## src/hw/rtl/uefb_pkg.sv

```systemverilog
`timescale 1ns / 1ps
// shared types, codes and constants of the tape image to bit stream converter
// no dependencies
package uefb_pkg;

	localparam int QUEUE_DEPTH_DEF = 2;

	// action selector on the input channel
	localparam logic [1:0] ACT_BYTE = 2'd0;
	localparam logic [1:0] ACT_PULL = 2'd1;
	localparam logic [1:0] ACT_EOF  = 2'd2;

	localparam logic [15:0] ID_TAPE  = 16'h0100;
	localparam logic [15:0] ID_TONE  = 16'h0110;
	localparam logic [15:0] ID_DUMMY = 16'h0111;
	localparam logic [15:0] ID_GAP   = 16'h0112;

	localparam logic [3:0] HEADER_BYTES     = 4'd12;
	localparam logic [3:0] MAGIC_BYTES      = 4'd10;
	localparam logic [3:0] FRAME_BITS       = 4'd10;
	localparam logic [4:0] DUMMY_FRAME_BITS = 5'd20;
	localparam logic [7:0] MARK_BYTE        = 8'h41;

	// bits = ms*1000/832 = ms + floor(((21*ms) >> 3) / 13)
	localparam logic [18:0] RECIP_MUL   = 19'd322639;
	localparam int          RECIP_SHIFT = 22;

	typedef enum logic [2:0] {
		PH_HEADER,
		PH_ID,
		PH_LEN,
		PH_DATA,
		PH_DUR,
		PH_SKIP,
		PH_DEAD
	} phase_t;

	typedef enum logic [1:0] {
		RUN_NONE,
		RUN_ZERO,
		RUN_ONE,
		RUN_DUMMY
	} run_t;

	typedef enum logic [1:0] {
		OP_BYTE,
		OP_PULL,
		OP_EOF,
		OP_BAD
	} op_t;

	typedef enum logic [2:0] {
		ST_TAKEN,
		ST_VALID,
		ST_NEED,
		ST_BUSY,
		ST_HDR_BAD,
		ST_EXHAUSTED
	} stat_t;

	typedef enum logic [1:0] {
		CV_ZERO,
		CV_ONE,
		CV_PRE,
		CV_DUMMY
	} cvt_t;

	typedef struct packed {
		op_t        op;
		logic [7:0] data;
	} entry_t;

	function automatic logic [7:0] magic_byte(input logic [3:0] i);
		logic [7:0] v;
		unique case (i)
			4'd0: v = 8'h55;
			4'd1: v = 8'h45;
			4'd2: v = 8'h46;
			4'd3: v = 8'h20;
			4'd4: v = 8'h46;
			4'd5: v = 8'h69;
			4'd6: v = 8'h6C;
			4'd7: v = 8'h65;
			4'd8: v = 8'h21;
			default: v = 8'h00;
		endcase
		return v;
	endfunction

endpackage

```

## src/hw/rtl/uef_chunk_to_tape_bitstream_top.sv

```systemverilog
`timescale 1ns / 1ps
// tape image to cassette bit stream converter, top level
// depends on uefb_pkg, uefb_front, uefb_back
//
// input channel s_*: one transfer per action. s_tuser selects deliver file byte,
// pull one output byte or end of file; s_tdata carries the file byte.
// output channel m_*: exactly one transfer per input transfer, in order.
// m_tuser is the status, m_tdata the packed stream byte (first bit in bit 7),
// m_tlast marks the final stream byte after end of file, padded if it is partial.
// throughput: one action per cycle while the output register can take a result. a file
// byte that completes a duration word holds the next action back while the ms to bit count
// multiplier pipeline finishes.
// an input transfer reaches output valid through the queue, then the output register.
// the input queue holds QUEUE_DEPTH actions (2 or more), so input keeps flowing while
// a result waits on m_tready; when the receiver stalls the queue fills and s_tready drops.
// reset: parser back in file header phase, queue empty, no pending bits, no output.
module uef_chunk_to_tape_bitstream_top #(
	parameter int QUEUE_DEPTH = uefb_pkg::QUEUE_DEPTH_DEF
) (
	input  logic       clk,
	input  logic       arst_n,
	input  logic       s_tvalid,
	output logic       s_tready,
	input  logic [7:0] s_tdata,   // file_byte
	input  logic [1:0] s_tuser,   // action
	output logic       m_tvalid,
	input  logic       m_tready,
	output logic [7:0] m_tdata,   // out_byte
	output logic [2:0] m_tuser,   // status
	output logic       m_tlast    // last
);
	import uefb_pkg::*;

	logic   q_valid;
	logic   q_pop;
	entry_t q_entry;

	uefb_front #(
		.DEPTH(QUEUE_DEPTH)
	) u_front (
		.clk     (clk),
		.arst_n  (arst_n),
		.s_tvalid(s_tvalid),
		.s_tready(s_tready),
		.s_tdata (s_tdata),
		.s_tuser (s_tuser),
		.q_valid (q_valid),
		.q_entry (q_entry),
		.q_pop   (q_pop)
	);

	uefb_back u_back (
		.clk     (clk),
		.arst_n  (arst_n),
		.q_valid (q_valid),
		.q_entry (q_entry),
		.q_pop   (q_pop),
		.m_tvalid(m_tvalid),
		.m_tready(m_tready),
		.m_tdata (m_tdata),
		.m_tuser (m_tuser),
		.m_tlast (m_tlast)
	);

`ifndef SYNTHESIS
	a_push_seen: assert property (@(posedge clk) disable iff (!arst_n)
		s_tvalid && s_tready && !q_valid |=> q_valid)
		else $error("transfer into empty queue not visible");

	a_full_has_item: assert property (@(posedge clk) disable iff (!arst_n)
		!s_tready |-> q_valid)
		else $error("queue refuses input while empty");

	a_pop_gives_result: assert property (@(posedge clk) disable iff (!arst_n)
		q_pop |=> m_tvalid)
		else $error("executed action produced no result");

	a_last_is_data: assert property (@(posedge clk) disable iff (!arst_n)
		m_tvalid && m_tlast |-> m_tuser == ST_VALID)
		else $error("last marked on a result without data");
`endif

endmodule

```

## src/hw/rtl/uefb_front.sv

```systemverilog
`timescale 1ns / 1ps
// input side: takes stream transfers, classifies the action, holds them in a short queue
// depends on uefb_pkg
module uefb_front #(
	parameter int DEPTH = uefb_pkg::QUEUE_DEPTH_DEF
) (
	input  logic             clk,
	input  logic             arst_n,
	input  logic             s_tvalid,
	output logic             s_tready,
	input  logic [7:0]       s_tdata,   // file_byte
	input  logic [1:0]       s_tuser,   // action
	output logic             q_valid,
	output uefb_pkg::entry_t q_entry,
	input  logic             q_pop
);
	import uefb_pkg::*;

	localparam int PW = $clog2(DEPTH);
	localparam int CW = $clog2(DEPTH + 1);

	entry_t        mem_q [DEPTH];
	logic [PW-1:0] wr_ptr_q;
	logic [PW-1:0] rd_ptr_q;
	logic [CW-1:0] count_q;
	logic          push;
	op_t           cls;

	always_comb begin
		unique case (s_tuser)
			ACT_BYTE: cls = OP_BYTE;
			ACT_PULL: cls = OP_PULL;
			ACT_EOF:  cls = OP_EOF;
			default:  cls = OP_BAD;
		endcase
	end

	assign s_tready = count_q != CW'(DEPTH);
	assign push     = s_tvalid && s_tready;
	assign q_valid  = count_q != '0;
	assign q_entry  = mem_q[rd_ptr_q];

	always_ff @(posedge clk) begin
		if (push) begin
			mem_q[wr_ptr_q] <= '{op: cls, data: s_tdata};
		end
	end

	always_ff @(posedge clk or negedge arst_n) begin
		if (!arst_n) begin
			wr_ptr_q <= '0;
			rd_ptr_q <= '0;
			count_q  <= '0;
		end else begin
			if (push) begin
				wr_ptr_q <= (wr_ptr_q == PW'(DEPTH - 1)) ? '0 : wr_ptr_q + 1'b1;
			end
			if (q_pop) begin
				rd_ptr_q <= (rd_ptr_q == PW'(DEPTH - 1)) ? '0 : rd_ptr_q + 1'b1;
			end
			unique case ({push, q_pop})
				2'b10:   count_q <= count_q + 1'b1;
				2'b01:   count_q <= count_q - 1'b1;
				default: count_q <= count_q;
			endcase
		end
	end

endmodule

```

## src/hw/rtl/uefb_back.sv

```systemverilog
`timescale 1ns / 1ps
// execution side: chunk parser, bit generator, byte packer and output register
// depends on uefb_pkg
module uefb_back (
	input  logic             clk,
	input  logic             arst_n,
	input  logic             q_valid,
	input  uefb_pkg::entry_t q_entry,
	output logic             q_pop,
	output logic             m_tvalid,
	input  logic             m_tready,
	output logic [7:0]       m_tdata,   // out_byte
	output logic [2:0]       m_tuser,   // status
	output logic             m_tlast    // last
);
	import uefb_pkg::*;

	// parser state
	phase_t      phase_q, phase_d;
	logic [3:0]  idx_q, idx_d;
	logic [15:0] id_q, id_d;
	logic [31:0] left_q, left_d;
	logic [15:0] dur_q, dur_d;
	logic        ended_q, ended_d;

	// bit sources and packer
	logic [9:0]  frame_q, frame_d;
	logic [3:0]  frame_left_q, frame_left_d;
	run_t        run_kind_q, run_kind_d;
	logic [17:0] run_pos_q, run_pos_d;
	logic [17:0] run_len_q;
	logic [16:0] pre_q;
	logic [7:0]  pack_q, pack_d;
	logic [2:0]  pack_cnt_q, pack_cnt_d;

	// duration conversion pipeline
	logic        conv_v_s1, conv_v_s2;
	logic [15:0] conv_ms_s1, conv_ms_s2;
	logic [17:0] conv_t_s1;
	logic [36:0] conv_prod_s2;
	cvt_t        conv_tgt_s1, conv_tgt_s2;
	logic        cv_start;
	cvt_t        cv_tgt;
	logic [15:0] cv_ms;
	logic [20:0] cv_t21;
	logic [16:0] cv_bits;
	logic [17:0] cv_dummy_len;

	// output register
	logic        m_tvalid_q;
	logic [7:0]  m_tdata_q;
	stat_t       m_tuser_q;
	logic        m_tlast_q;

	logic [7:0]  b;
	logic        dead, pending, byte_ok, hdr_fail;
	logic [3:0]  idx_inc;
	logic [31:0] len_new;
	logic [31:0] left_dec;

	// pull datapath
	logic [3:0]  need, kf, rem, kr, tk, cnt_new, frame_left_new;
	logic        run_act, run_done, pend_after, full;
	logic [17:0] avail, pos_new;
	logic [7:0]  run_bit, slot, acc, pad;

	stat_t       res_stat;
	logic [7:0]  res_byte;
	logic        res_last;

	assign b        = q_entry.data;
	assign dead     = phase_q == PH_DEAD;
	assign run_act  = run_kind_q != RUN_NONE;
	assign pending  = frame_left_q != 4'd0 || run_act;
	assign byte_ok  = q_entry.op == OP_BYTE && !ended_q && !pending;
	assign idx_inc  = idx_q + 4'd1;
	assign hdr_fail = phase_q == PH_HEADER && idx_q < MAGIC_BYTES && b != magic_byte(idx_q);
	assign len_new  = left_q | ({24'd0, b} << {idx_q[1:0], 3'b000});
	assign left_dec = left_q - 32'd1;

	assign q_pop = q_valid && (!m_tvalid_q || m_tready) && !conv_v_s1 && !conv_v_s2;

	// bits available from the frame and the run
	assign need           = 4'd8 - {1'b0, pack_cnt_q};
	assign kf             = (frame_left_q < need) ? frame_left_q : need;
	assign rem            = need - kf;
	assign avail          = run_len_q - run_pos_q;
	assign kr             = !run_act ? 4'd0 : (avail < 18'(rem)) ? avail[3:0] : rem;
	assign tk             = kf + kr;
	assign cnt_new        = {1'b0, pack_cnt_q} + tk;
	assign frame_left_new = frame_left_q - kf;
	assign pos_new        = run_pos_q + 18'(kr);
	assign run_done       = run_act && pos_new >= run_len_q;
	assign pend_after     = frame_left_new != 4'd0 || (run_act && !run_done);
	assign full           = cnt_new == 4'd8;
	assign pad            = acc << (4'd8 - cnt_new);

	always_comb begin
		logic [18:0] pos_j;
		logic [18:0] off_j;
		logic [4:0]  q;
		logic [4:0]  qm;
		logic        dummy_bit;
		logic [3:0]  sel;
		for (int j = 0; j < 8; j++) begin
			pos_j = {1'b0, run_pos_q} + 19'(j);
			off_j = pos_j - {2'b00, pre_q};
			q     = (off_j[4:0] >= 5'(FRAME_BITS)) ? off_j[4:0] - 5'(FRAME_BITS) : off_j[4:0];
			qm    = q - 5'd1;
			if (pos_j < {2'b00, pre_q} || off_j >= 19'(DUMMY_FRAME_BITS)) begin
				dummy_bit = 1'b1;
			end else if (q == 5'd0) begin
				dummy_bit = 1'b0;
			end else if (q == 5'(FRAME_BITS - 4'd1)) begin
				dummy_bit = 1'b1;
			end else begin
				dummy_bit = MARK_BYTE[qm[2:0]];
			end
			unique case (run_kind_q)
				RUN_NONE:  run_bit[j] = 1'b0;
				RUN_ZERO:  run_bit[j] = 1'b0;
				RUN_ONE:   run_bit[j] = 1'b1;
				RUN_DUMMY: run_bit[j] = dummy_bit;
			endcase
		end
		for (int i = 0; i < 8; i++) begin
			sel = 4'(i) - kf;
			slot[i] = (4'(i) < kf) ? frame_q[i] : run_bit[sel[2:0]];
		end
		acc = pack_q;
		for (int i = 0; i < 8; i++) begin
			if (4'(i) < tk) begin
				acc = {acc[6:0], slot[i]};
			end
		end
	end

	// result of the item at the queue head
	always_comb begin
		res_stat = ST_TAKEN;
		res_byte = 8'h00;
		res_last = 1'b0;
		if (dead) begin
			res_stat = ST_HDR_BAD;
		end else begin
			unique case (q_entry.op)
				OP_BYTE: begin
					if (ended_q || pending) res_stat = ST_BUSY;
					else if (hdr_fail) res_stat = ST_HDR_BAD;
					else res_stat = ST_TAKEN;
				end
				OP_EOF: res_stat = ST_TAKEN;
				OP_PULL: begin
					if (full) begin
						res_stat = ST_VALID;
						res_byte = acc;
						res_last = ended_q && !pend_after;
					end else if (ended_q) begin
						if (cnt_new != 4'd0) begin
							res_stat = ST_VALID;
							res_byte = pad;
							res_last = 1'b1;
						end else begin
							res_stat = ST_EXHAUSTED;
						end
					end else begin
						res_stat = ST_NEED;
					end
				end
				OP_BAD: res_stat = ST_BUSY;
			endcase
		end
	end

	// next state of parser, sources and packer
	always_comb begin
		phase_d      = phase_q;
		idx_d        = idx_q;
		id_d         = id_q;
		left_d       = left_q;
		dur_d        = dur_q;
		ended_d      = ended_q;
		frame_d      = frame_q;
		frame_left_d = frame_left_q;
		run_kind_d   = run_kind_q;
		run_pos_d    = run_pos_q;
		pack_d       = pack_q;
		pack_cnt_d   = pack_cnt_q;
		cv_start     = 1'b0;
		cv_tgt       = CV_ZERO;
		cv_ms        = {b, dur_q[7:0]};
		if (!dead && q_entry.op == OP_EOF) begin
			ended_d = 1'b1;
		end
		if (!dead && q_entry.op == OP_PULL) begin
			frame_d      = frame_q >> kf;
			frame_left_d = frame_left_new;
			run_kind_d   = run_done ? RUN_NONE : run_kind_q;
			run_pos_d    = run_done ? 18'd0 : pos_new;
			if (full || ended_q) begin
				pack_d     = 8'h00;
				pack_cnt_d = 3'd0;
			end else begin
				pack_d     = acc;
				pack_cnt_d = cnt_new[2:0];
			end
		end
		if (!dead && byte_ok) begin
			unique case (phase_q)
				PH_HEADER: begin
					if (hdr_fail) begin
						phase_d = PH_DEAD;
					end else if (idx_inc >= HEADER_BYTES) begin
						phase_d = PH_ID;
						idx_d   = 4'd0;
					end else begin
						idx_d = idx_inc;
					end
				end
				PH_ID: begin
					if (idx_q == 4'd0) begin
						id_d  = {8'h00, b};
						idx_d = 4'd1;
					end else begin
						id_d    = {b, id_q[7:0]};
						phase_d = PH_LEN;
						idx_d   = 4'd0;
						left_d  = 32'd0;
					end
				end
				PH_LEN: begin
					left_d = len_new;
					idx_d  = idx_inc;
					if (idx_inc >= 4'd4) begin
						idx_d = 4'd0;
						if (len_new == 32'd0) phase_d = PH_ID;
						else if (id_q == ID_TAPE) phase_d = PH_DATA;
						else if ((id_q == ID_GAP || id_q == ID_TONE) && len_new >= 32'd2)
							phase_d = PH_DUR;
						else if (id_q == ID_DUMMY && len_new >= 32'd4) phase_d = PH_DUR;
						else phase_d = PH_SKIP;
					end
				end
				PH_DATA: begin
					frame_d      = {1'b1, b, 1'b0};
					frame_left_d = FRAME_BITS;
					left_d       = left_dec;
					if (left_dec == 32'd0) begin
						phase_d = PH_ID;
						idx_d   = 4'd0;
					end
				end
				PH_DUR: begin
					dur_d = idx_q[0] ? {b, dur_q[7:0]} : {8'h00, b};
					idx_d = idx_inc;
					if (idx_inc == 4'd2) begin
						cv_start = 1'b1;
						if (id_q == ID_GAP) cv_tgt = CV_ZERO;
						else if (id_q == ID_TONE) cv_tgt = CV_ONE;
						else cv_tgt = CV_PRE;
					end else if (idx_inc == 4'd4) begin
						cv_start = 1'b1;
						cv_tgt   = CV_DUMMY;
					end
					left_d = left_dec;
					if (left_dec == 32'd0) begin
						phase_d = PH_ID;
						idx_d   = 4'd0;
					end else if ((id_q == ID_DUMMY) ? (idx_inc >= 4'd4) : (idx_inc >= 4'd2)) begin
						phase_d = PH_SKIP;
						idx_d   = 4'd0;
					end
				end
				PH_SKIP: begin
					left_d = left_dec;
					if (left_dec == 32'd0) begin
						phase_d = PH_ID;
						idx_d   = 4'd0;
					end
				end
				default: phase_d = PH_DEAD;
			endcase
		end
	end

	// ms to bit count: 21*ms/8 here, reciprocal multiply in s2, add and start in finish
	assign cv_t21       = 21'({cv_ms, 4'b0000}) + 21'({cv_ms, 2'b00}) + 21'(cv_ms);
	assign cv_bits      = {1'b0, conv_ms_s2} + {2'b00, conv_prod_s2[36:RECIP_SHIFT]};
	assign cv_dummy_len = {1'b0, pre_q} + 18'(DUMMY_FRAME_BITS) + {1'b0, cv_bits};

	always_ff @(posedge clk) begin
		conv_ms_s1   <= cv_ms;
		conv_t_s1    <= cv_t21[20:3];
		conv_tgt_s1  <= cv_tgt;
		conv_ms_s2   <= conv_ms_s1;
		conv_prod_s2 <= {19'd0, conv_t_s1} * {18'd0, RECIP_MUL};
		conv_tgt_s2  <= conv_tgt_s1;
		if (q_pop) begin
			m_tdata_q <= res_byte;
			m_tuser_q <= res_stat;
			m_tlast_q <= res_last;
		end
	end

	always_ff @(posedge clk or negedge arst_n) begin
		if (!arst_n) begin
			phase_q      <= PH_HEADER;
			idx_q        <= 4'd0;
			id_q         <= 16'd0;
			left_q       <= 32'd0;
			dur_q        <= 16'd0;
			ended_q      <= 1'b0;
			frame_q      <= 10'd0;
			frame_left_q <= 4'd0;
			run_kind_q   <= RUN_NONE;
			run_pos_q    <= 18'd0;
			run_len_q    <= 18'd0;
			pre_q        <= 17'd0;
			pack_q       <= 8'h00;
			pack_cnt_q   <= 3'd0;
			conv_v_s1    <= 1'b0;
			conv_v_s2    <= 1'b0;
			m_tvalid_q   <= 1'b0;
		end else begin
			conv_v_s1 <= q_pop && cv_start;
			conv_v_s2 <= conv_v_s1;
			if (q_pop) begin
				phase_q      <= phase_d;
				idx_q        <= idx_d;
				id_q         <= id_d;
				left_q       <= left_d;
				dur_q        <= dur_d;
				ended_q      <= ended_d;
				frame_q      <= frame_d;
				frame_left_q <= frame_left_d;
				run_kind_q   <= run_kind_d;
				run_pos_q    <= run_pos_d;
				pack_q       <= pack_d;
				pack_cnt_q   <= pack_cnt_d;
				m_tvalid_q   <= 1'b1;
			end else if (m_tready) begin
				m_tvalid_q <= 1'b0;
			end
			if (conv_v_s2) begin
				unique case (conv_tgt_s2)
					CV_ZERO: begin
						run_pos_q  <= 18'd0;
						run_len_q  <= {1'b0, cv_bits};
						run_kind_q <= (cv_bits != 17'd0) ? RUN_ZERO : RUN_NONE;
					end
					CV_ONE: begin
						run_pos_q  <= 18'd0;
						run_len_q  <= {1'b0, cv_bits};
						run_kind_q <= (cv_bits != 17'd0) ? RUN_ONE : RUN_NONE;
					end
					CV_PRE: pre_q <= cv_bits;
					CV_DUMMY: begin
						run_pos_q  <= 18'd0;
						run_len_q  <= cv_dummy_len;
						run_kind_q <= RUN_DUMMY;
					end
				endcase
			end
		end
	end

	assign m_tvalid = m_tvalid_q;
	assign m_tdata  = m_tdata_q;
	assign m_tuser  = m_tuser_q;
	assign m_tlast  = m_tlast_q;

endmodule

```

## config.mk

```make
export PLATFORM = sky130hd
export DESIGN_NAME = uef_chunk_to_tape_bitstream_top
export DESIGN_NICKNAME = d
export VERILOG_FILES = /design/src/hw/rtl/uefb_pkg.sv /design/src/hw/rtl/uef_chunk_to_tape_bitstream_top.sv /design/src/hw/rtl/uefb_front.sv /design/src/hw/rtl/uefb_back.sv
export SDC_FILE = /design/constraint.sdc
export NUM_CORES = 2
export LEC_CHECK = 0
export BUFFER_PORTS_ARGS = -buffer_cell sky130_fd_sc_hd__buf_4
export CAP_MARGIN = 10
export CORE_ASPECT_RATIO = 1.75
export CORE_MARGIN = 4
export CORE_UTILIZATION = 40
export CTS_CLUSTER_DIAMETER = 120
export DETAILED_ROUTE_END_ITERATION = 10
export GPL_TIMING_DRIVEN = 1
export MAX_ROUTING_LAYER = met4
export PLACE_DENSITY = 0.63
export SLEW_MARGIN = 10
export SYNTH_ARGS = -nofsm -noshare
export SYNTH_HDL_FRONTEND = slang
export SYNTH_SLANG_ARGS = --single-unit
```

## constraint.sdc

```tcl
create_clock -name clk -period 20.1 [get_ports clk]
set_clock_uncertainty 0.05 [all_clocks]
set_input_delay 1.005 -clock clk [delete_from_list [all_inputs] [get_ports clk]]
set_output_delay 1.005 -clock clk [all_outputs]
set_load 0.01 [all_outputs]
```

Word level (Yosys, flattened, before mapping)
Memories as Yosys holds them, arrays and structs flattened.
Cells that the tools add are included.
- memories: 10
- logic and storage cells: 451
- memory bits (writable): 20
- ROM bits: 176
- register bits after elaboration: 254
- input bits: 14
- output and inout bits: 14
- memory list (name ; words ; bits a word ; rd ports ; clocked after Yosys merged registers in ; write ports ; line ; RTL):
    (no name shown) ; 16 ; 7 ; 1 ; 0 ; 0 ; uefb_pkg.sv:75 ; unique case (i)
    u_front.mem_q ; 2 ; 10 ; 1 ; 0 ; 1 ; uefb_front.sv:22 ; entry_t mem_q [DEPTH];
    (no name shown) ; 8 ; 1 ; 1 ; 0 ; 0 ; uefb_back.sv:117 ; dummy_bit = MARK_BYTE[qm[2:0]];
    (no name shown) ; 8 ; 1 ; 1 ; 0 ; 0 ; uefb_back.sv:117 ;
    (no name shown) ; 8 ; 1 ; 1 ; 0 ; 0 ; uefb_back.sv:117 ;
    (no name shown) ; 8 ; 1 ; 1 ; 0 ; 0 ; uefb_back.sv:117 ;
    +4 memories ; n/a ; n/a ; n/a ; n/a ; n/a ; n/a ;
- reductions and logical operators: 83
- add/subtract/negate cells: 58
- $lt $le $gt $ge: 65
- shifts and indexed selects: 3
- multipliers: 1
- eq/ne operators: 42
- multiplexer cells: 156
- bitwise gates (word level): 3
- operators with widths (kind ; number):
    $ge A19 B5 Y1 const B ; 8
    $lt A19 B17 Y1 ; 7
    $sub A19 B17 Y19 ; 7
    $mux W8 ; 12
    $pmux W32 S3 ; 1
    $mux W18 ; 5
    $add A18 B3 Y19 const B ; 4
    $mux W1 ; 65
    $eq A16 B9 Y1 const B ; 4
    $logic_not A32 Y1 ; 2
    $lt A3 B4 Y1 const B ; 16
    $mux W3 ; 16
    $mux W4 ; 12
    $eq A5 B4 Y1 const B ; 8
    $ge A5 B4 Y1 const B ; 8
    $logic_not A5 Y1 ; 8
    $mux W5 ; 8
    $sub A5 B4 Y5 const B ; 8
    $add A18 B2 Y19 const B ; 2
    $mul A18 B19 Y37 const B ; 1
    $pmux W18 S2 ; 1
    $ge A32 B2 Y1 const B ; 1
    $ge A32 B3 Y1 const B ; 1
    $lt A3 B4 Y1 const A ; 8
    other kinds (80) ; 198

Longest topological paths before layout
- word-level depth: 26
- gate-level depth with buffers: 43
- gate-level depth less buffers: 41

Hierarchy
Synthesis repeated with hierarchy kept, for this count alone.
- cell total of the unflattened synthesis: 3975
- area total of the unflattened synthesis: 32766.4 µm²
- by module, submodules not included (module ; area an instance (µm²) ; sequential area each (µm²) ; instances ; cells each):
    uefb_back ; 31846.8 ; 5420.2 ; 1 ; 3926
    uefb_front ; 919.6 ; 700.7 ; 1 ; 49

Worst setup path before layout
OpenSTA, ideal clock, no wires.
- path type: register to register
- start point: register u_back.pack_cnt_q[2]
- end point: register u_back.run_pos_q[7]
- arrival time: 8128 ps
- required time: 19977 ps
- path slack: 11850 ps
- clock period less this slack: 8250 ps
- cell stages (with the launch flop): 42
- buffers on the path: 2
- cells stage by stage: dfrtp_1 -> or3_1 -> inv_1 -> ha_1 -> a31oi_1 -> o21ai_1 -> o21a_1 -> inv_2 -> clkbuf_1 -> ha_1 -> inv_1 -> ha_1 -> o21ai_0 -> o22a_1 -> ha_1 -> a21oi_1 -> o21ai_0 -> o2bb2ai_1 -> [... 6 more ...] -> ha_1 -> fa_1 -> ha_1 -> a21o_1 -> a21o_1 -> a21o_1 -> a21o_1 -> a21o_1 -> a21o_1 -> a21o_1 -> a211oi_1 -> o21ai_0 -> a31oi_1 -> o21ai_0 -> a21oi_1 -> clkbuf_1 -> a22oi_1 -> nor2_1
- cells in the longest elaborated chain, start to end: 15
- ends and longest elaborated chain (item ; line ; RTL):
    start, declared ; uefb_back.sv:34 ; logic [2:0] pack_cnt_q, pack_cnt_d;
    start signal, assigned ; uefb_back.sv:339 ; pack_cnt_q <= pack_cnt_d;
    $sub A4 B3 Y4 * ; uefb_back.sv:84 ; assign need = 4'd8 - {1'b0, pack_cnt_q};
    $lt A4 B4 Y1 ; uefb_back.sv:85 ; assign kf = (frame_left_q < need) ? frame_left_q : need;
    $mux W4 ; uefb_back.sv:85 ;
    $sub A4 B4 Y4 * ; uefb_back.sv:86 ; assign rem = need - kf;
    $lt A18 B4 Y1 ; uefb_back.sv:88 ; assign kr = !run_act ? 4'd0 : (avail < 18'(rem)) ? avail[3:0] : rem;
    $mux W4 * (2 in series) ; uefb_back.sv:88 ;
    $add A18 B4 Y18 * ; uefb_back.sv:92 ; assign pos_new = run_pos_q + 18'(kr);
    $ge A18 B18 Y1 ; uefb_back.sv:93 ; assign run_done = run_act && pos_new >= run_len_q;
    $logic_and A1 B1 Y1 ; uefb_back.sv:93 ;
    $mux W18 * ; uefb_back.sv:199 ; run_pos_d = run_done ? 18'd0 : pos_new;
    $mux W18 * ; uefb_back.sv:195 ; if (!dead && q_entry.op == OP_PULL) begin
    $mux W18 * ; uefb_back.sv:327 ; if (q_pop) begin
    $mux W18 ; uefb_back.sv:345 ; unique case (conv_tgt_s2)
    $mux W18 * ; uefb_back.sv:344 ; if (conv_v_s2) begin
    end signal, assigned ; uefb_back.sv:337 ; run_pos_q <= run_pos_d;
    end, declared ; uefb_back.sv:30 ; logic [17:0] run_pos_q, run_pos_d;
Mark *: on every way between the ends. The rest lies on a longest branch, timed or not.
A chain may end at the register's enable or synchronous reset.

Final worst setup path
- start point: register u_back.pack_cnt_q[0]
- end point: register u_back.m_tdata_q[6] (netlist: u_back.m_tdata[6]) (data pin)
- cells in the longest elaborated chain, start to end: 21
- elaborated cells on any way between the ends: 72
- those cells by class: add/sub (13); order compare (18); eq/ne (1); shift (1); mux (38); reduce/logical (1)
- ends and longest elaborated chain (item ; line ; RTL):
    $sub A4 B3 Y4 ; uefb_back.sv:84 ;
    $lt A4 B4 Y1 ; uefb_back.sv:85 ;
    $mux W4 ; uefb_back.sv:85 ;
    $sub A4 B4 Y4 ; uefb_back.sv:86 ;
    $lt A18 B4 Y1 ; uefb_back.sv:88 ;
    $mux W4 (2 in series) ; uefb_back.sv:88 ;
    $add A4 B4 Y4 ; uefb_back.sv:89 ; assign tk = kf + kr;
    $lt A1 B4 Y1 ; uefb_back.sv:132 ; if (4'(i) < tk) begin
    $mux W8 (8 in series) ; uefb_back.sv:132 ;
    $shl A8 B4 Y8 ; uefb_back.sv:96 ; assign pad = acc << (4'd8 - cnt_new);
    $mux W8 ; uefb_back.sv:159 ; if (cnt_new != 4'd0) begin
    $mux W8 ; uefb_back.sv:158 ; end else if (ended_q) begin
    $mux W8 * ; uefb_back.sv:154 ; if (full) begin
    end signal, assigned ; uefb_back.sv:299 ; m_tdata_q <= res_byte;
    end, declared ; uefb_back.sv:51 ; logic [7:0] m_tdata_q;
Mark *: on every way between the ends. The rest lies on a longest branch, timed or not. The select of a mux whose other input is x is not followed.

==> impl_metrics.ini <==
[logic_synthesis]
synth_common_cells = ha_1 (440), inv_1 (358), nor2_1 (332)
synthTopCellsByArea = ha_1 (17%), dfrtp_1 (11%), fa_1 (8.3%), xnor2_1 (5.5%), a21oi_1 (4.2%)
synth_area_leader_cell = ha_1
syn_nets = 4644
synthArstFlopShare_pct = 59.92
synth_seq_cells = 252
syn_area_per_cell_um2 = 8.166
synth-seq-area-share_pct = 18.49
synth.distinct_cells = 110
yosys_warnings = 0
synth-edff-count = 32
synth_top_area_share_pct = 16.63
synthFlopType = dfrtp_1
syn_area_um2 = 33100
netlist_instances = 4053
synth.most_common_cell = ha_1

[hold_path]
min_from = u_back.conv_ms_s1[15]$_DFF_P_
hold_end = u_back.conv_ms_s2[15]$_DFF_P_
min_path_cells = 0
hold_class = reg2reg

[sta]
slew_violations = 0
min_period_ns = 9.617
finalHoldViolCount = 0
rsz0062_at_grt = no
final-setup-viol-count = 0
timing.final.crit_share_pct = 47.85
setup-tns-final_ns = 0
slew_headroom_pct = 22.12
worst_slew_pin_slew_ns = 1.168
fmax_mhz = 104.0

[outcome]
outcome = finished, final reports clean

[layout]
nNetsFinal = 4599
drive_gt1_share_pct = 5.489
fillers = 8379
syn_to_final_growth_pct = 6.294
final_util_pct = 42.86

[grt]
gr-usage-all-layers_pct = 26.27
grt_pass1_vias = 31320
grt_remaining_overflow = 0
grt_max_degree = 89
grt_pass1_wl_mm = 176.6
antenna_found_initial = 0

[clock_network]
cts_tree = done
cts_resized = 0
cts_sinks = 252
postCtsHoldBufs = 0
post_cts_buffers = 0
clk_latency_ns = 0.55
cts-htree-levels = 1
cts_made_buffers = 25
root_buffer = clkbuf_16
cts.path.max_buffers = 3
clk_pin_slew_ns = 0.07

[detailed_routing]
drt_iter0_markers = 2154
drt-pass1-iter-count = 6
drc = 0
via_count = 30760
wire_per_inst_um = 22.61
wl_mm = 115.0
vias_per_cell = 6.050
ant_nets = 0

[setup_path]
reg2reg_from = u_back.pack_cnt_q[0]$_DFFE_PN0P_
cp.arrival_ns = 9.93
r2r_setup_slack_ns = 10.48
critPathLaunchType = flop
cpMostUsedCell = ha_1
crit_type = reg2reg
endpoint_kind = flop
rr_endpoint = u_back.m_tdata[6]$_SDFFCE_PP0P_
cp.buffers_inverters = 5
cpPeakStageDelay_ns = 0.80
required_ns = 20.41
crit_fanout = 25
cp_slowest_cell = xnor2_1
crit_family = compound AO/OA/AOI/OAI gates
ff2ff_path_depth = 35

[placed_design]
io_buffers = 27
dpl.hpwl_mm = 92.24
gp_congestion = 1.052

[floorplanning]
dieHeight_um = 388.5
die_w_um = 225.4
coreArea_um2 = 82090
io_pins = 28
start_util_pct = 40.32
std_cell_rows = 139
die_area_um2 = 87590

[run]
max_cap_violations = 0
## logic make-up (layout without fill, tap and decap cells)
group / Yosys count / count (layout) / synth area share [%]
mux: 71 / 71 / 2.242
fa+ha+maj: 577 / 577 / 24.92
buf+inv: 524 / 497 / 6.030
other cells: 0 / 1 / 0
xor+xnor: 271 / 271 / 7.194
compound gates: 1101 / 1101 / 21.94
flops: 252 / 252 / 18.49
simple gates: 1257 / 1257 / 19.18
## worst reg2reg max path, delay by kind of cell (launching register included)
family                   cells  cell delay [ns]
multiplexers                 1             0.26
XOR/XNOR                     3             1.41
AND/OR/NAND/NOR              8             1.77
buffers and inverters        5             1.19
flip-flops                   1             0.42
adder cells (fa/ha/maj)      7             1.98
AO/OA/AOI/OAI               11             2.35
## per-stage QoR
step,setup slack [ns],std cells,instance area [um^2],hold WS [ns]
final,10.48,5084,35180,0.2746
after global routing,9.619,5083,35180,0.2831
after CTS,10.58,5083,35180,0.2742
after detailed placement,10.60,5038,34410,0.2621
after global placement,10.57,5038,34410,0.2611
after floorplan,11.85,4053,33100,0.2596
## flip-flops by register name, indices dropped and copies added (netlist names), 16 cells and up
signal / flops
u_back.left_q: 32
u_front.mem_q: 20
u_back.conv_t_s1: 18
u_back.run_len_q: 18
u_back.run_pos_q: 18
u_back.pre_q: 17
u_back.conv_ms_s1: 16
u_back.conv_ms_s2: 16
u_back.id_q: 16
## worst max path at each step
stage	slack [ns]	to	cells past startpoint	startpoint
2_1_floorplan	11.85	u_back.run_pos_q[7]$_DFF_PN0_	41	u_back.pack_cnt_q[2]$_DFFE_PN0P_
3_3_place_gp	10.57	u_back.m_tdata[7]$_SDFFCE_PP0P_	35	u_back.pack_cnt_q[0]$_DFFE_PN0P_
3_5_place_dp	10.60	u_back.m_tdata[6]$_SDFFCE_PP0P_	35	u_back.pack_cnt_q[0]$_DFFE_PN0P_
4_1_cts	10.58	u_back.m_tdata[6]$_SDFFCE_PP0P_	35	u_back.pack_cnt_q[0]$_DFFE_PN0P_
5_1_grt	9.62	u_back.m_tdata[6]$_SDFFCE_PP0P_	35	u_back.pack_cnt_q[0]$_DFFE_PN0P_
6_report	10.48	u_back.m_tdata[6]$_SDFFCE_PP0P_	35	u_back.pack_cnt_q[0]$_DFFE_PN0P_
## layer usage
layer  track usage, %  share of wire (%)  up-vias
li1                 -                  -    14510
met1            24.42                 33    14770
met2            48.85                 53     1001
met3            3.022                4.3      470
met4            19.20                9.5        0
met5                -                  0        -
## cell usage in the layout, fill, tap and decap left out, types with 33 or more instances in the layout
cell type | netlist | routed
a211oi_1 | 38 | 38
a21o_1 | 71 | 71
a21oi_1 | 280 | 280
a22oi_1 | 33 | 33
a31oi_1 | 38 | 38
buf_4 | 1 | 74
dfrtp_1 | 151 | 151
dfxtp_1 | 69 | 69
fa_1 | 137 | 137
ha_1 | 440 | 440
inv_1 | 358 | 358
mux2i_1 | 46 | 46
nand2_1 | 295 | 295
nand2b_1 | 50 | 50
nand3_1 | 83 | 83
nand4_1 | 52 | 52
nor2_1 | 332 | 331
nor2b_1 | 48 | 48
nor3_1 | 112 | 112
nor4_1 | 44 | 44
o211ai_1 | 36 | 36
o21ai_0 | 225 | 225
o22ai_1 | 52 | 52
or3_1 | 34 | 34
xnor2_1 | 208 | 208
xor2_1 | 62 | 62
## final cells by class
class | instances | area [um^2] | area share (%)
multi-input cells | 3277 | 24990 | 71.02
flip-flops and latches | 252 | 6121 | 17.40
inverters | 377 | 1415 | 4.022
well taps | 1057 | 1323 | 3.759
clock buffers | 33 | 686.9 | 1.952
repair buffers | 75 | 566.8 | 1.611
clock inverters | 12 | 81.33 | 0.2312
diodes | 1 | 2.502 | 0.007113
Power is not shown: default switching activity piles up to over one toggle a cycle in this logic, so the estimate is an artifact.
